### config.mk
export PLATFORM = sky130hd
export DESIGN_NAME = lidar_gap_follow_steer_top
export DESIGN_NICKNAME = d
export VERILOG_FILES = /design/src/sv/lgfs_pkg.sv /design/src/sv/lidar_gap_follow_steer_top.sv /design/src/sv/lgfs_cfg.sv /design/src/sv/lgfs_scan.sv /design/src/sv/lgfs_cmd.sv
export VERILOG_INCLUDE_DIRS = /design/src /design/src/sv
export SDC_FILE = /design/constraint.sdc
export NUM_CORES = 2
export LEC_CHECK = 0
export ABC_AREA = 1
export ABC_CLOCK_PERIOD_IN_PS = 26600
export BUFFER_PORTS_ARGS = -buffer_cell sky130_fd_sc_hd__buf_4
export CAP_MARGIN = 5
export CORE_ASPECT_RATIO = 0.7
export CORE_MARGIN = 8
export CORE_UTILIZATION = 35
export CTS_CLUSTER_DIAMETER = 150
export DETAILED_ROUTE_END_ITERATION = 8
export PLACE_DENSITY = 0.51
export SYNTH_ARGS = -nofsm -noshare
export SYNTH_HDL_FRONTEND = slang
export SYNTH_SLANG_ARGS = --single-unit
### constraint.sdc
create_clock -name clk_i -period 26.6 [get_ports clk_i]
set_input_delay 2.66 -clock clk_i [delete_from_list [all_inputs] [get_ports clk_i]]
set_output_delay 2.66 -clock clk_i [all_outputs]
set_load 0.05 [all_outputs]
### src/sv/lidar_gap_follow_steer_top_assert.svh
// Assertion macros shared by the gap-follow steering RTL.
`ifndef LIDAR_GAP_FOLLOW_STEER_TOP_ASSERT_SVH
`define LIDAR_GAP_FOLLOW_STEER_TOP_ASSERT_SVH

// Same-cycle implication, disabled while reset is asserted.
`define LGFS_ASSERT_SAME(lbl, ante, cons, msg) \
  lbl: assert property (@(posedge clk_i) disable iff (!rst_ni) (ante) |-> (cons)) \
    else $error(msg);

// Next-cycle implication, disabled while reset is asserted.
`define LGFS_ASSERT_NEXT(lbl, ante, cons, msg) \
  lbl: assert property (@(posedge clk_i) disable iff (!rst_ni) (ante) |=> (cons)) \
    else $error(msg);

`endif

### src/sv/lgfs_pkg.sv
// Types, constants and helper function for the gap-follow steering block.
package lgfs_pkg;

  localparam int MaxRays     = 2048;
  localparam int CenterIndex = 540;
  localparam int CenterRays  = 5;

  localparam int RangeW = 16;
  localparam int RayW   = $clog2(MaxRays);
  localparam int LenW   = $clog2(MaxRays + 1);
  localparam int CsumW  = $clog2(CenterRays * 65535 + 1);
  localparam int SteerW = 23;

  localparam int SteerMax = 4194303;
  localparam int SteerMin = -4194304;

  // Centre window bounds, inclusive.
  localparam logic [RayW-1:0] CwLo = RayW'(CenterIndex - CenterRays / 2);
  localparam logic [RayW-1:0] CwHi = RayW'(CenterIndex - CenterRays / 2 + CenterRays - 1);

  // floor(x / CenterRays) = (x * DivMul) >> DivShift, exact for x < 2**CsumW.
  localparam int DivShift = CsumW + $clog2(CenterRays);
  localparam int DivMulW  = CsumW + 1;
  localparam logic [DivMulW-1:0] DivMul =
    DivMulW'(((64'd1 << DivShift) + 64'(CenterRays) - 64'd1) / 64'(CenterRays));

  localparam int CfgIdxW  = 3;
  localparam int CfgDataW = SteerW;

  typedef enum logic [CfgIdxW-1:0] {
    CFG_OBST_THR   = 3'd0,
    CFG_FREE_LIM   = 3'd1,
    CFG_STEER_OFS  = 3'd2,
    CFG_HALF_STEP  = 3'd3,
    CFG_NEAR_DIST  = 3'd4,
    CFG_FAR_DIST   = 3'd5,
    CFG_TURN_SPEED = 3'd6,
    CFG_SPEED_SLP  = 3'd7
  } lgfs_cfg_idx_e;

  typedef struct packed {
    logic [RangeW-1:0]        obst_thr;
    logic [RangeW-1:0]        free_lim;
    logic signed [SteerW-1:0] steer_ofs;
    logic [15:0]              half_step;
    logic [RangeW-1:0]        near_dist;
    logic [RangeW-1:0]        far_dist;
    logic [15:0]              turn_speed;
    logic [15:0]              speed_slope;
  } lgfs_cfg_t;

  typedef struct packed {
    logic [LenW-1:0] len;
    logic [RayW-1:0] start;
    logic [RayW-1:0] stop;
  } lgfs_best_t;

  // Scan summary handed from the ray stage to the command stages.
  typedef struct packed {
    lgfs_best_t       best;
    logic [CsumW-1:0] csum;
    logic             cinv;
  } lgfs_snap_t;

  // Offer a run as best gap; after is the index one past its last ray.
  function automatic lgfs_best_t lgfs_offer(lgfs_best_t best, logic [LenW-1:0] run,
                                            logic [LenW-1:0] after);
    lgfs_best_t      res;
    logic [LenW-1:0] st;
    logic [LenW-1:0] en;
    res = best;
    st  = after - run;
    en  = after - LenW'(1);
    if (run > best.len) begin
      res.len   = run;
      res.start = (run > after) ? '0 : st[RayW-1:0];
      res.stop  = (after == '0) ? '0 : en[RayW-1:0];
    end
    return res;
  endfunction

endpackage

### src/sv/lidar_gap_follow_steer_top.sv
// Top level of the follow-the-gap lidar steering and speed block.
//
// Input channel: one lidar ray per beat (range_mm_i, invalid_i, last_ray_i),
// in ray order, handshaken by in_valid_i / in_ready_o. Rays are taken one
// per clock while in_ready_o is high; the ray stage updates the free-run,
// best-gap and centre-window state on each accepted beat.
// Output channel: one result beat per scan (steering_o, speed_mm_s_o,
// gap_length_o, gap_start_o) on out_valid_o / out_ready_i. A scan with a
// single last ray is legal, so results can also follow back to back.
// Path: the scan summary register loads at the edge that accepts the
// last-ray beat, then the steering/average stage, then the speed stage with
// the output register, which raises out_valid_o.
// Throughput is one ray per cycle while in_ready_o is high, set by the ray stage.
// Stall: with out_ready_i low the output, the middle stage and the summary
// register fill up in turn; in_ready_o then drops only once the summary
// register is full and cannot move on. Nothing is dropped.
// Reset (rst_ni low, async) clears the scan state and pipeline valid bits and
// loads the register defaults. Config writes (cfg_we_i, cfg_idx_i,
// cfg_data_i) take effect at once and are meant for an idle block.
module lidar_gap_follow_steer_top (
  input  logic                                clk_i,
  input  logic                                rst_ni,
  input  logic                                cfg_we_i,
  input  logic [lgfs_pkg::CfgIdxW-1:0]        cfg_idx_i,
  input  logic [lgfs_pkg::CfgDataW-1:0]       cfg_data_i,
  input  logic                                in_valid_i,
  output logic                                in_ready_o,
  input  logic [lgfs_pkg::RangeW-1:0]         range_mm_i,
  input  logic                                invalid_i,
  input  logic                                last_ray_i,
  output logic                                out_valid_o,
  input  logic                                out_ready_i,
  output logic signed [lgfs_pkg::SteerW-1:0]  steering_o,
  output logic [15:0]                         speed_mm_s_o,
  output logic [lgfs_pkg::LenW-1:0]           gap_length_o,
  output logic [lgfs_pkg::RayW-1:0]           gap_start_o
);
  import lgfs_pkg::*;

  lgfs_cfg_t  cfg;
  lgfs_snap_t snap;
  logic       snap_vld;
  logic       snap_rdy;

  // register file, defaults at reset
  lgfs_cfg u_cfg (
    .clk_i      (clk_i),
    .rst_ni     (rst_ni),
    .cfg_we_i   (cfg_we_i),
    .cfg_idx_i  (cfg_idx_i),
    .cfg_data_i (cfg_data_i),
    .cfg_o      (cfg)
  );

  // per-ray stage, emits one summary per scan
  lgfs_scan u_scan (
    .clk_i      (clk_i),
    .rst_ni     (rst_ni),
    .cfg_i      (cfg),
    .in_valid_i (in_valid_i),
    .in_ready_o (in_ready_o),
    .range_mm_i (range_mm_i),
    .invalid_i  (invalid_i),
    .last_ray_i (last_ray_i),
    .snap_vld_o (snap_vld),
    .snap_rdy_i (snap_rdy),
    .snap_o     (snap)
  );

  // steering, centre average, speed, output register
  lgfs_cmd u_cmd (
    .clk_i        (clk_i),
    .rst_ni       (rst_ni),
    .cfg_i        (cfg),
    .snap_vld_i   (snap_vld),
    .snap_rdy_o   (snap_rdy),
    .snap_i       (snap),
    .out_valid_o  (out_valid_o),
    .out_ready_i  (out_ready_i),
    .steering_o   (steering_o),
    .speed_mm_s_o (speed_mm_s_o),
    .gap_length_o (gap_length_o),
    .gap_start_o  (gap_start_o)
  );

endmodule

### src/sv/lgfs_cfg.sv
// Configuration register file of the gap-follow steering block.
module lgfs_cfg (
  input  logic                             clk_i,
  input  logic                             rst_ni,
  input  logic                             cfg_we_i,
  input  logic [lgfs_pkg::CfgIdxW-1:0]     cfg_idx_i,
  input  logic [lgfs_pkg::CfgDataW-1:0]    cfg_data_i,
  output lgfs_pkg::lgfs_cfg_t              cfg_o
);
  import lgfs_pkg::*;

  lgfs_cfg_t cfg_q, cfg_d;

  always_comb begin
    cfg_d = cfg_q;
    if (cfg_we_i) begin
      case (lgfs_cfg_idx_e'(cfg_idx_i))
        CFG_OBST_THR:   cfg_d.obst_thr    = cfg_data_i[RangeW-1:0];
        CFG_FREE_LIM:   cfg_d.free_lim    = cfg_data_i[RangeW-1:0];
        CFG_STEER_OFS:  cfg_d.steer_ofs   = $signed(cfg_data_i[SteerW-1:0]);
        CFG_HALF_STEP:  cfg_d.half_step   = cfg_data_i[15:0];
        CFG_NEAR_DIST:  cfg_d.near_dist   = cfg_data_i[RangeW-1:0];
        CFG_FAR_DIST:   cfg_d.far_dist    = cfg_data_i[RangeW-1:0];
        CFG_TURN_SPEED: cfg_d.turn_speed  = cfg_data_i[15:0];
        CFG_SPEED_SLP:  cfg_d.speed_slope = cfg_data_i[15:0];
        default:        cfg_d = cfg_q;
      endcase
    end
  end

  always_ff @(posedge clk_i or negedge rst_ni) begin
    if (!rst_ni) begin
      cfg_q.obst_thr    <= 16'd2500;
      cfg_q.free_lim    <= 16'd30000;
      cfg_q.steer_ofs   <= SteerW'(-1848115);
      cfg_q.half_step   <= 16'd1716;
      cfg_q.near_dist   <= 16'd1500;
      cfg_q.far_dist    <= 16'd5000;
      cfg_q.turn_speed  <= 16'd2000;
      cfg_q.speed_slope <= 16'd146;
    end else begin
      cfg_q <= cfg_d;
    end
  end

  assign cfg_o = cfg_q;

endmodule

### src/sv/lgfs_scan.sv
// Per-ray stage: classifies rays, tracks free runs and the centre window.
`include "lidar_gap_follow_steer_top_assert.svh"

module lgfs_scan (
  input  logic                          clk_i,
  input  logic                          rst_ni,
  input  lgfs_pkg::lgfs_cfg_t           cfg_i,
  input  logic                          in_valid_i,
  output logic                          in_ready_o,
  input  logic [lgfs_pkg::RangeW-1:0]   range_mm_i,
  input  logic                          invalid_i,
  input  logic                          last_ray_i,
  output logic                          snap_vld_o,
  input  logic                          snap_rdy_i,
  output lgfs_pkg::lgfs_snap_t          snap_o
);
  import lgfs_pkg::*;

  logic [RayW-1:0]  ray_q, ray_d;
  logic [LenW-1:0]  run_q, run_d;
  lgfs_best_t       best_q, best_d;
  logic [CsumW-1:0] csum_q, csum_d;
  logic             cinv_q, cinv_d;
  logic             snap_vld_q, snap_vld_d;
  lgfs_snap_t       snap_q, snap_d;

  logic             in_fire;
  logic             is_free;
  logic             in_win;
  logic [LenW-1:0]  run_mid;
  lgfs_best_t       best_mid;
  lgfs_best_t       best_fin;
  logic [CsumW-1:0] csum_nxt;
  logic             cinv_nxt;

  assign in_ready_o = !snap_vld_q || snap_rdy_i;
  assign in_fire    = in_valid_i && in_ready_o;

  assign is_free = invalid_i || (range_mm_i > cfg_i.free_lim) ||
                   (range_mm_i >= cfg_i.obst_thr);
  assign in_win  = (ray_q >= CwLo) && (ray_q <= CwHi);

  always_comb begin
    csum_nxt = csum_q;
    cinv_nxt = cinv_q;
    if (in_win) begin
      if (invalid_i) cinv_nxt = 1'b1;
      else           csum_nxt = csum_q + CsumW'(range_mm_i);
    end
  end

  // Obstacle closes the run; last ray closes a trailing run.
  always_comb begin
    if (is_free) begin
      run_mid  = (run_q < LenW'(MaxRays)) ? run_q + LenW'(1) : run_q;
      best_mid = best_q;
    end else begin
      run_mid  = '0;
      best_mid = lgfs_offer(best_q, run_q, LenW'(ray_q));
    end
    best_fin = lgfs_offer(best_mid, run_mid, LenW'(ray_q) + LenW'(1));
  end

  always_comb begin
    ray_d      = ray_q;
    run_d      = run_q;
    best_d     = best_q;
    csum_d     = csum_q;
    cinv_d     = cinv_q;
    snap_d     = snap_q;
    snap_vld_d = snap_rdy_i ? 1'b0 : snap_vld_q;
    if (in_fire) begin
      if (last_ray_i) begin
        ray_d      = '0;
        run_d      = '0;
        best_d     = '0;
        csum_d     = '0;
        cinv_d     = 1'b0;
        snap_d     = '{best: best_fin, csum: csum_nxt, cinv: cinv_nxt};
        snap_vld_d = 1'b1;
      end else begin
        ray_d  = (ray_q != RayW'(MaxRays - 1)) ? ray_q + RayW'(1) : ray_q;
        run_d  = run_mid;
        best_d = best_mid;
        csum_d = csum_nxt;
        cinv_d = cinv_nxt;
      end
    end
  end

  always_ff @(posedge clk_i or negedge rst_ni) begin
    if (!rst_ni) begin
      ray_q      <= '0;
      run_q      <= '0;
      best_q     <= '0;
      csum_q     <= '0;
      cinv_q     <= 1'b0;
      snap_vld_q <= 1'b0;
    end else begin
      ray_q      <= ray_d;
      run_q      <= run_d;
      best_q     <= best_d;
      csum_q     <= csum_d;
      cinv_q     <= cinv_d;
      snap_vld_q <= snap_vld_d;
    end
  end

  always_ff @(posedge clk_i) begin
    snap_q <= snap_d;
  end

  assign snap_vld_o = snap_vld_q;
  assign snap_o     = snap_q;

  `LGFS_ASSERT_NEXT(a_scan_clear, in_fire && last_ray_i,
    ray_q == '0 && run_q == '0 && best_q.len == '0 && csum_q == '0 && snap_vld_q,
    "scan state not cleared after last ray")
  `LGFS_ASSERT_SAME(a_best_order, best_q.len != '0, best_q.start <= best_q.stop,
    "best gap start beyond its end")
  `LGFS_ASSERT_NEXT(a_ray_no_wrap, in_fire && !last_ray_i, ray_q != '0,
    "ray index wrapped inside a scan")

endmodule

### src/sv/lgfs_cmd.sv
// Command stages: steering and centre average, then speed and output register.
`include "lidar_gap_follow_steer_top_assert.svh"

module lgfs_cmd (
  input  logic                              clk_i,
  input  logic                              rst_ni,
  input  lgfs_pkg::lgfs_cfg_t               cfg_i,
  input  logic                              snap_vld_i,
  output logic                              snap_rdy_o,
  input  lgfs_pkg::lgfs_snap_t              snap_i,
  output logic                              out_valid_o,
  input  logic                              out_ready_i,
  output logic signed [lgfs_pkg::SteerW-1:0] steering_o,
  output logic [15:0]                       speed_mm_s_o,
  output logic [lgfs_pkg::LenW-1:0]         gap_length_o,
  output logic [lgfs_pkg::RayW-1:0]         gap_start_o
);
  import lgfs_pkg::*;

  localparam int ProdW = CsumW + DivMulW;
  localparam int SprW  = LenW + 16;
  localparam int SumW  = SprW + 2;
  localparam logic signed [SumW-1:0] StHi = SumW'(SteerMax);
  localparam logic signed [SumW-1:0] StLo = SumW'(SteerMin);

  // stage B
  logic                     b_vld_q, b_vld_d;
  logic [RangeW-1:0]        b_avg_q;
  logic                     b_cinv_q;
  logic signed [SteerW-1:0] b_steer_q;
  logic [LenW-1:0]          b_len_q;
  logic [RayW-1:0]          b_start_q;
  // output stage
  logic                     o_vld_q, o_vld_d;
  logic signed [SteerW-1:0] o_steer_q;
  logic [15:0]              o_speed_q;
  logic [LenW-1:0]          o_len_q;
  logic [RayW-1:0]          o_start_q;

  logic                     b_rdy, c_adv, b_load;
  logic [ProdW-1:0]         avg_prod;
  logic [LenW-1:0]          gsum;
  logic [SprW-1:0]          spr;
  logic signed [SumW-1:0]   st_full;
  logic signed [SteerW-1:0] steer_sat;
  logic [RangeW-1:0]        cdist;
  logic [RangeW-1:0]        diff;
  logic [31:0]              slp_prod;
  logic [24:0]              sp_sum;
  logic [15:0]              speed_sat;

  assign c_adv      = !o_vld_q || out_ready_i;
  assign b_rdy      = !b_vld_q || c_adv;
  assign b_load     = snap_vld_i && b_rdy;
  assign snap_rdy_o = b_rdy;

  // centre average by reciprocal multiply
  assign avg_prod = ProdW'(snap_i.csum) * ProdW'(DivMul);

  // steering toward the gap middle
  assign gsum    = LenW'(snap_i.best.start) + LenW'(snap_i.best.stop);
  assign spr     = SprW'(gsum) * SprW'(cfg_i.half_step);
  assign st_full = SumW'($signed(cfg_i.steer_ofs)) + $signed({2'b00, spr});

  always_comb begin
    if (st_full > StHi)      steer_sat = StHi[SteerW-1:0];
    else if (st_full < StLo) steer_sat = StLo[SteerW-1:0];
    else                     steer_sat = st_full[SteerW-1:0];
  end

  // speed from clamped centre distance
  assign cdist    = (b_cinv_q || (b_avg_q > cfg_i.far_dist)) ? cfg_i.far_dist : b_avg_q;
  assign diff     = cdist - cfg_i.near_dist;
  assign slp_prod = 32'(cfg_i.speed_slope) * 32'(diff);

  always_comb begin
    if (cdist >= cfg_i.near_dist) sp_sum = 25'(cfg_i.turn_speed) + 25'(slp_prod[31:8]);
    else                          sp_sum = 25'(cfg_i.turn_speed);
    speed_sat = (sp_sum[24:16] != '0) ? 16'hFFFF : sp_sum[15:0];
  end

  always_comb begin
    b_vld_d = b_load ? 1'b1 : (c_adv ? 1'b0 : b_vld_q);
    o_vld_d = (b_vld_q && c_adv) ? 1'b1 : (out_ready_i ? 1'b0 : o_vld_q);
  end

  always_ff @(posedge clk_i or negedge rst_ni) begin
    if (!rst_ni) begin
      b_vld_q <= 1'b0;
      o_vld_q <= 1'b0;
    end else begin
      b_vld_q <= b_vld_d;
      o_vld_q <= o_vld_d;
    end
  end

  always_ff @(posedge clk_i) begin
    if (b_load) begin
      b_avg_q   <= avg_prod[DivShift +: RangeW];
      b_cinv_q  <= snap_i.cinv;
      b_steer_q <= steer_sat;
      b_len_q   <= snap_i.best.len;
      b_start_q <= snap_i.best.start;
    end
    if (b_vld_q && c_adv) begin
      o_steer_q <= b_steer_q;
      o_speed_q <= speed_sat;
      o_len_q   <= b_len_q;
      o_start_q <= b_start_q;
    end
  end

  assign out_valid_o  = o_vld_q;
  assign steering_o   = o_steer_q;
  assign speed_mm_s_o = o_speed_q;
  assign gap_length_o = o_len_q;
  assign gap_start_o  = o_start_q;

  `LGFS_ASSERT_NEXT(a_b_hold, b_vld_q && !c_adv, b_vld_q && $stable(b_avg_q),
    "stage B lost its result while the output was stalled")
  `LGFS_ASSERT_NEXT(a_out_hold, o_vld_q && !out_ready_i,
    o_vld_q && $stable(o_steer_q) && $stable(o_speed_q),
    "output beat changed while the receiver stalled")
  `LGFS_ASSERT_SAME(a_snap_hold, snap_vld_i && !b_rdy, b_vld_q,
    "summary refused while stage B was empty")

endmodule

======== Word level (Yosys, flattened, before mapping) ========
Index checks and enable logic that the tools add are counted.
Widths: inputs -> output; s select.
operators by class
  add/subtract/negate cells ............... 12
  $mul .................................... 3
  order comparisons ....................... 13
  eq/ne operators ......................... 8
  multiplexer cells ....................... 29
  reductions and logical operators ........ 30
operator list
  cell                    number
  $mux 34                 4
  $mux 11                 6
  $mux 19                 3
  $mul 19x20->38 const B  1
  $gt 12x12->1            3
  $mux 12                 3
  $ge 16x16->1            2
  $gt 16x16->1            2
  $mul 16x16->32          1
  $add 23x29->30          1
  $gt 30x23->1 const B    1
  $lt 30x23->1 const B    1
  $mul 12x16->28          1
  $add 16x24->25          1
  $mux 25                 1
  $mux 23                 1
  $sub 11x1->11 const B   2
  $sub 11x11->11          2
  $reduce_and 2->1        10
  $add 19x16->19          1
  $mux 16                 1
  $sub 16x16->16          1
  $add 11x1->12 const B   1
  $add 11x11->12          1
  19 further kinds        44
storage, ports and cells
  register bits ........................... 394
  bits of input ports ..................... 49
  output and inout bits ................... 64
  logic and storage cells ................. 127

======== Longest topological paths before layout ========
  word-level depth ........................ 8
  depth in mapped cells ................... 62
  mapped depth without buffers ............ 59

======== Hierarchy ========
From an unflattened synthesis, not the netlist that was laid out.
unflattened totals
  cells, all modules ...................... 5668
  area total of the unflattened synthesis .. 45168.3 um2
modules (own cells, without submodules)
  module     instances  cells an instance  area each (um2)  seq. area each (um2)
  lgfs_cmd   1          3500               28745.1          3803.6
  lgfs_scan  1          1558               11016.8          3573.4
  lgfs_cfg   1          610                5406.4           3443.3

======== Worst setup path before layout ========
OpenSTA, ideal clock, no wires.
  path type ............................... reg2reg
  start ................................... reg u_cfg.cfg_q, in the netlist u_cfg.cfg_o[41]
  end ..................................... reg u_cmd.o_speed_q[13], in the netlist u_cmd.speed_mm_s_o[13], data pin
  setup time .............................. 0.255 ns
  data arrival time ....................... 9.984 ns
  data required time ...................... 26.345 ns
  setup slack ............................. 16.361 ns
  stages on the path, launching flop included .. 55
  path buffers ............................ 3
  period minus slack after synthesis ...... 10.239 ns
  cells stage by stage .................... dfstp_2 inv_1 ha_1 a21oi_1 nor2_1 a211oi_1 nor2_1 a31oi_1 nand4_1 a21o_1 clkbuf_1 a21oi_1 ha_1 inv_1 fa_1 inv_1 o21ai_0 a21oi_1 (+19 left out) xnor2_1 ha_1 nand2_1 nor2_1 inv_1 nor3_1 nand2_1 nand2_1 inv_1 nor2_2 nand2_2 a21oi_1 nand2_1 nor2_2 nand3_2 nand2_4 buf_12 nand2_2
between the ends
  word-level cells in the longest chain between the ends .. 8
  elaborated cells on any way between the ends .. 9
  those cells by class .................... add/sub (2); mul (1); order compare (2); mux (2); reduce/logical (2)
RTL lines
  element                 line             RTL
  from (decl)             lgfs_cfg.sv:12   lgfs_cfg_t cfg_q, cfg_d;
  from (signal assigned)  lgfs_cfg.sv:42   cfg_q <= cfg_d;
  $gt 16x16->1            lgfs_cmd.sv:72   assign cdist = (b_cinv_q || (b_avg_q > cfg_i.far_dist)) ? cfg_i.far_dist : b_avg_q;
  $logic_or 1x1->1        lgfs_cmd.sv:72
  $mux 16 *               lgfs_cmd.sv:72
  $sub 16x16->16          lgfs_cmd.sv:73   assign diff = cdist - cfg_i.near_dist;
  $mul 16x16->32          lgfs_cmd.sv:74   assign slp_prod = 32'(cfg_i.speed_slope) * 32'(diff);
  $add 16x24->25          lgfs_cmd.sv:77   if (cdist >= cfg_i.near_dist) sp_sum = 25'(cfg_i.turn_speed) + 25'(slp_prod[31:8]);
  $mux 25 *               lgfs_cmd.sv:77
  $reduce_bool 9->1       lgfs_cmd.sv:79   speed_sat = (sp_sum[24:16] != '0) ? 16'hFFFF : sp_sum[15:0];
  to (signal assigned)    lgfs_cmd.sv:107  o_speed_q <= speed_sat;
  to (decl)               lgfs_cmd.sv:36   logic [15:0] o_speed_q;
Every way passes the cells marked *; elsewhere a longest branch is shown, timed or not.
A chain may end at the register's enable or synchronous reset.

======== Worst setup path in the final report ========
  start ................................... reg u_cfg.cfg_q, in the netlist u_cfg.cfg_o[35]
  end ..................................... reg u_cmd.o_speed_q[15], in the netlist u_cmd.speed_mm_s_o[15], data pin
Same word-level chain as after synthesis.

==> flow_metrics.env <==
export IMPL_crit_top_cell="inv_1"
export IMPL_portBuffers=112
export IMPL_outcome="completed"
export IMPL_hold_viol=0
export IMPL_rrSetupSlack_ps=14360
export IMPL_die_h_microns=312
export IMPL_drv_cap=0
export IMPL_routabilityCongestion=0.911
export IMPL_wl_per_cell_microns=18.4
export IMPL_cts_num_sinks=394
export IMPL_cts_tree="yes"
export IMPL_worstPathRequired_ps=26940
export IMPL_cp_data_arrival_time_ps=12580
export IMPL_cts_buffers=47
export IMPL_crit_type="register to register"
export IMPL_rsz0062_at_grt="false"
export IMPL_endpoint="u_cmd.speed_mm_s_o[15]"
export IMPL_post_cts_repair_setup_buffers=0
export IMPL_r2r_start="u_cfg.cfg_o[35]"
export IMPL_worst_pin_slew_ps=1210
export IMPL_clock_latency_ps=640
export IMPL_ant_nets=0
export IMPL_grt_pass1_wl_mm=205
export IMPL_ys_ff_latch=394
export IMPL_root_buffer="clkbuf_16"
export IMPL_ys_types=60
export IMPL_clockBufferDepth=3
export IMPL_ys_flop_type="edfxtp_1"
export IMPL_fin_skew_ps=50.3
export IMPL_r2r_end="u_cmd.speed_mm_s_o[15]"
export IMPL_grt_pass1_vias=34500
export IMPL_critPathLaunchType="register"
export IMPL_h_tree_depth=2
export IMPL_slowest_stage="xor2_1"
export IMPL_max_stage_delay_ps=570
export IMPL_fin_crit_sh_pct=46.0
export IMPL_grt_max_degree=98
export IMPL_initial_core_util_pct=35.3
export IMPL_ios=113
export IMPL_highest_layer="met4"
export IMPL_via_count=34700
export IMPL_slew_headroom_pct=19.3
export IMPL_place_area_sq_um=46400
export IMPL_antenna_found_initial=12
export IMPL_rows=108
export IMPL_grt_total_usage_pct=19.0
export IMPL_critPathMaxFanout=32
export IMPL_cts_hold_buffers_added=0
export IMPL_wl_met2_mm=51.4
export IMPL_layout_drive_gt1_share_pct=7.12
export IMPL_clk_pin_slew_worst_paths_ps=70
export IMPL_crit_path_start="u_cfg.cfg_o[35]"
export IMPL_worst_setup_path_end_kind="register"
export IMPL_seq_area_frac_synth_pct=24.7
export IMPL_yosysWarnings=0
export IMPL_gr_total_overflow=0
export IMPL_first_pass_iters=6
export IMPL_tns_ps=0
export IMPL_worstHoldPathType="register to register"
export IMPL_synth_edf_count=179
export IMPL_reg2reg_depth=51
export IMPL_m1WireLength_mm=67.7
export IMPL_area_growth_pct=9.75
export IMPL_drt_initial_drc_count=2613
export IMPL_syn_inst=5363
export IMPL_nets=6421
export IMPL_avgSynthCellArea_sq_um=8.17
export IMPL_routed_wl_mm=131
export IMPL_die_area_sq_um=137000
export IMPL_drc=0
export IMPL_final_area_sq_um=48100
export IMPL_finalMaxSlewViolations=0
export IMPL_vias_per_cell=4.88
export IMPL_wl_met3_mm=9.37
export IMPL_fp_dieW_microns=439
export IMPL_fmaxAchievable_mhz=81.7
export IMPL_core_area_sq_um=124000
export IMPL_syn_cell_area_sq_um=43800
export IMPL_finalSetupViolCount=0
export IMPL_syn_num_nets=6360
export IMPL_ctsResizeCount=0
export IMPL_min_period_ps=12240
export IMPL_dp_hpwl_mm=105
export IMPL_async_reset_ff_share_pct=54.6
state kept, by name, indices dropped and copies added (netlist names), 16 cells and up:
register / cells
u_cmd.speed_mm_s_o: 16
u_cmd.b_steer_q: 23
u_cmd.steering_o: 23
u_scan.snap_o: 54
u_cfg.cfg_o: 135
u_scan.best_q: 34
u_scan.csum_q: 19
u_cmd.b_avg_q: 16
layout by cell type, fill, tap and decap left out, types with 50 or more instances in the layout:
cell       Yosys  final
edfxtp_1     179    179
buf_4          6    141
nand2_1     1303   1301
a21oi_1      254    253
inv_1       1054   1053
clkbuf_16      0     50
ha_1         509    509
xor2_1       105    105
fa_1         439    439
nor2_1       378    376
dfrtp_1      163    163
o21ai_0      283    283
dfstp_2       52     52
nand3_1      122    122
worst max-delay path, delay by kind of cell, from the launching register on:
| family | cells | cell delay [ps] |
|---|---|---|
| fa+ha+maj | 11 | 4770 |
| flops | 1 | 530 |
| simple gates | 18 | 2600 |
| buf+inv | 10 | 1000 |
| xor+xnor | 2 | 730 |
| compound gates | 10 | 2370 |
per-stage QoR:
stage / util (%) / std cells / hold slack [ps] / worst slack, ps
5_1_grt: 38.7 / 7114 / 424 / 13050
3_3_place_gp: 37.4 / 7025 / 402 / 14550
6_report: 38.7 / 7117 / 417 / 14360
4_1_cts: 38.7 / 7113 / 419 / 14300
3_5_place_dp: 37.4 / 7025 / 405 / 14330
2_1_floorplan: - / 5363 / 400 / 16360
cells in the mapped netlist, types with 32 or more instances:
| cell | count | area, sq um |
|---|---|---|
| a21oi_1 | 254 | 1270 |
| dfrtp_1 | 163 | 4080 |
| edfxtp_1 | 179 | 5380 |
| inv_1 | 1054 | 3960 |
| nand3_1 | 122 | 611 |
| dfstp_2 | 52 | 1370 |
| o21ai_0 | 283 | 1420 |
| nor3_1 | 32 | 160 |
| fa_1 | 439 | 8790 |
| ha_1 | 509 | 6370 |
| clkbuf_1 | 110 | 413 |
| xnor2_1 | 45 | 394 |
| nand2_1 | 1303 | 4890 |
| xor2_1 | 105 | 920 |
| nor2_1 | 378 | 1420 |
layer usage:
| metal | GRT usage, % | up-vias |
|---|---|---|
| met4 | 3.79 | 0 |
| li1 | - | 16900 |
| met2 | 26.6 | 930 |
| met1 | 30.1 | 16700 |
| met5 | 0 | - |
| met3 | 3.43 | 135 |
cells by family after synthesis:
kind of cell | count (synthesis) | synth area share (%)
buffers and inverters | 1199 | 10.4
flip-flops | 394 | 24.7
XOR/XNOR | 152 | 3.07
AND/OR/NAND/NOR | 1972 | 18.3
AO/OA/AOI/OAI | 689 | 8.64
multiplexers | 9 | 0.223
adder cells (fa/ha/maj) | 948 | 34.6
worst min path at each step:
stage / from / endpoint / depth (start not counted)
global placement: u_cmd.b_len_q[2] / u_cmd.gap_length_o[2] / 0
global route: u_cmd.b_start_q[4] / u_cmd.gap_start_o[4] / 0
detailed placement: u_scan.snap_o[45] / u_cmd.b_len_q[3] / 0
CTS: u_scan.snap_o[45] / u_cmd.b_len_q[3] / 0
floorplan: u_scan.snap_o[0] / u_cmd.b_cinv_q / 0
finish: u_scan.snap_o[45] / u_cmd.b_len_q[3] / 0
layout make-up:
class | instances | area (sq um)
Inverter | 1069 | 4020
Clock inverter | 29 | 319
Sequential cell | 394 | 10800
Multi-Input combinational cell | 3770 | 28500
Clock buffer | 59 | 1310
Timing Repair Buffer | 142 | 1070
Antenna cell | 4 | 10.0
Fill cell | 12900 | 76000
Tap cell | 1650 | 2060
Power is not shown: default switching activity piles up to over one toggle a cycle in this logic, so the estimate is an artifact.
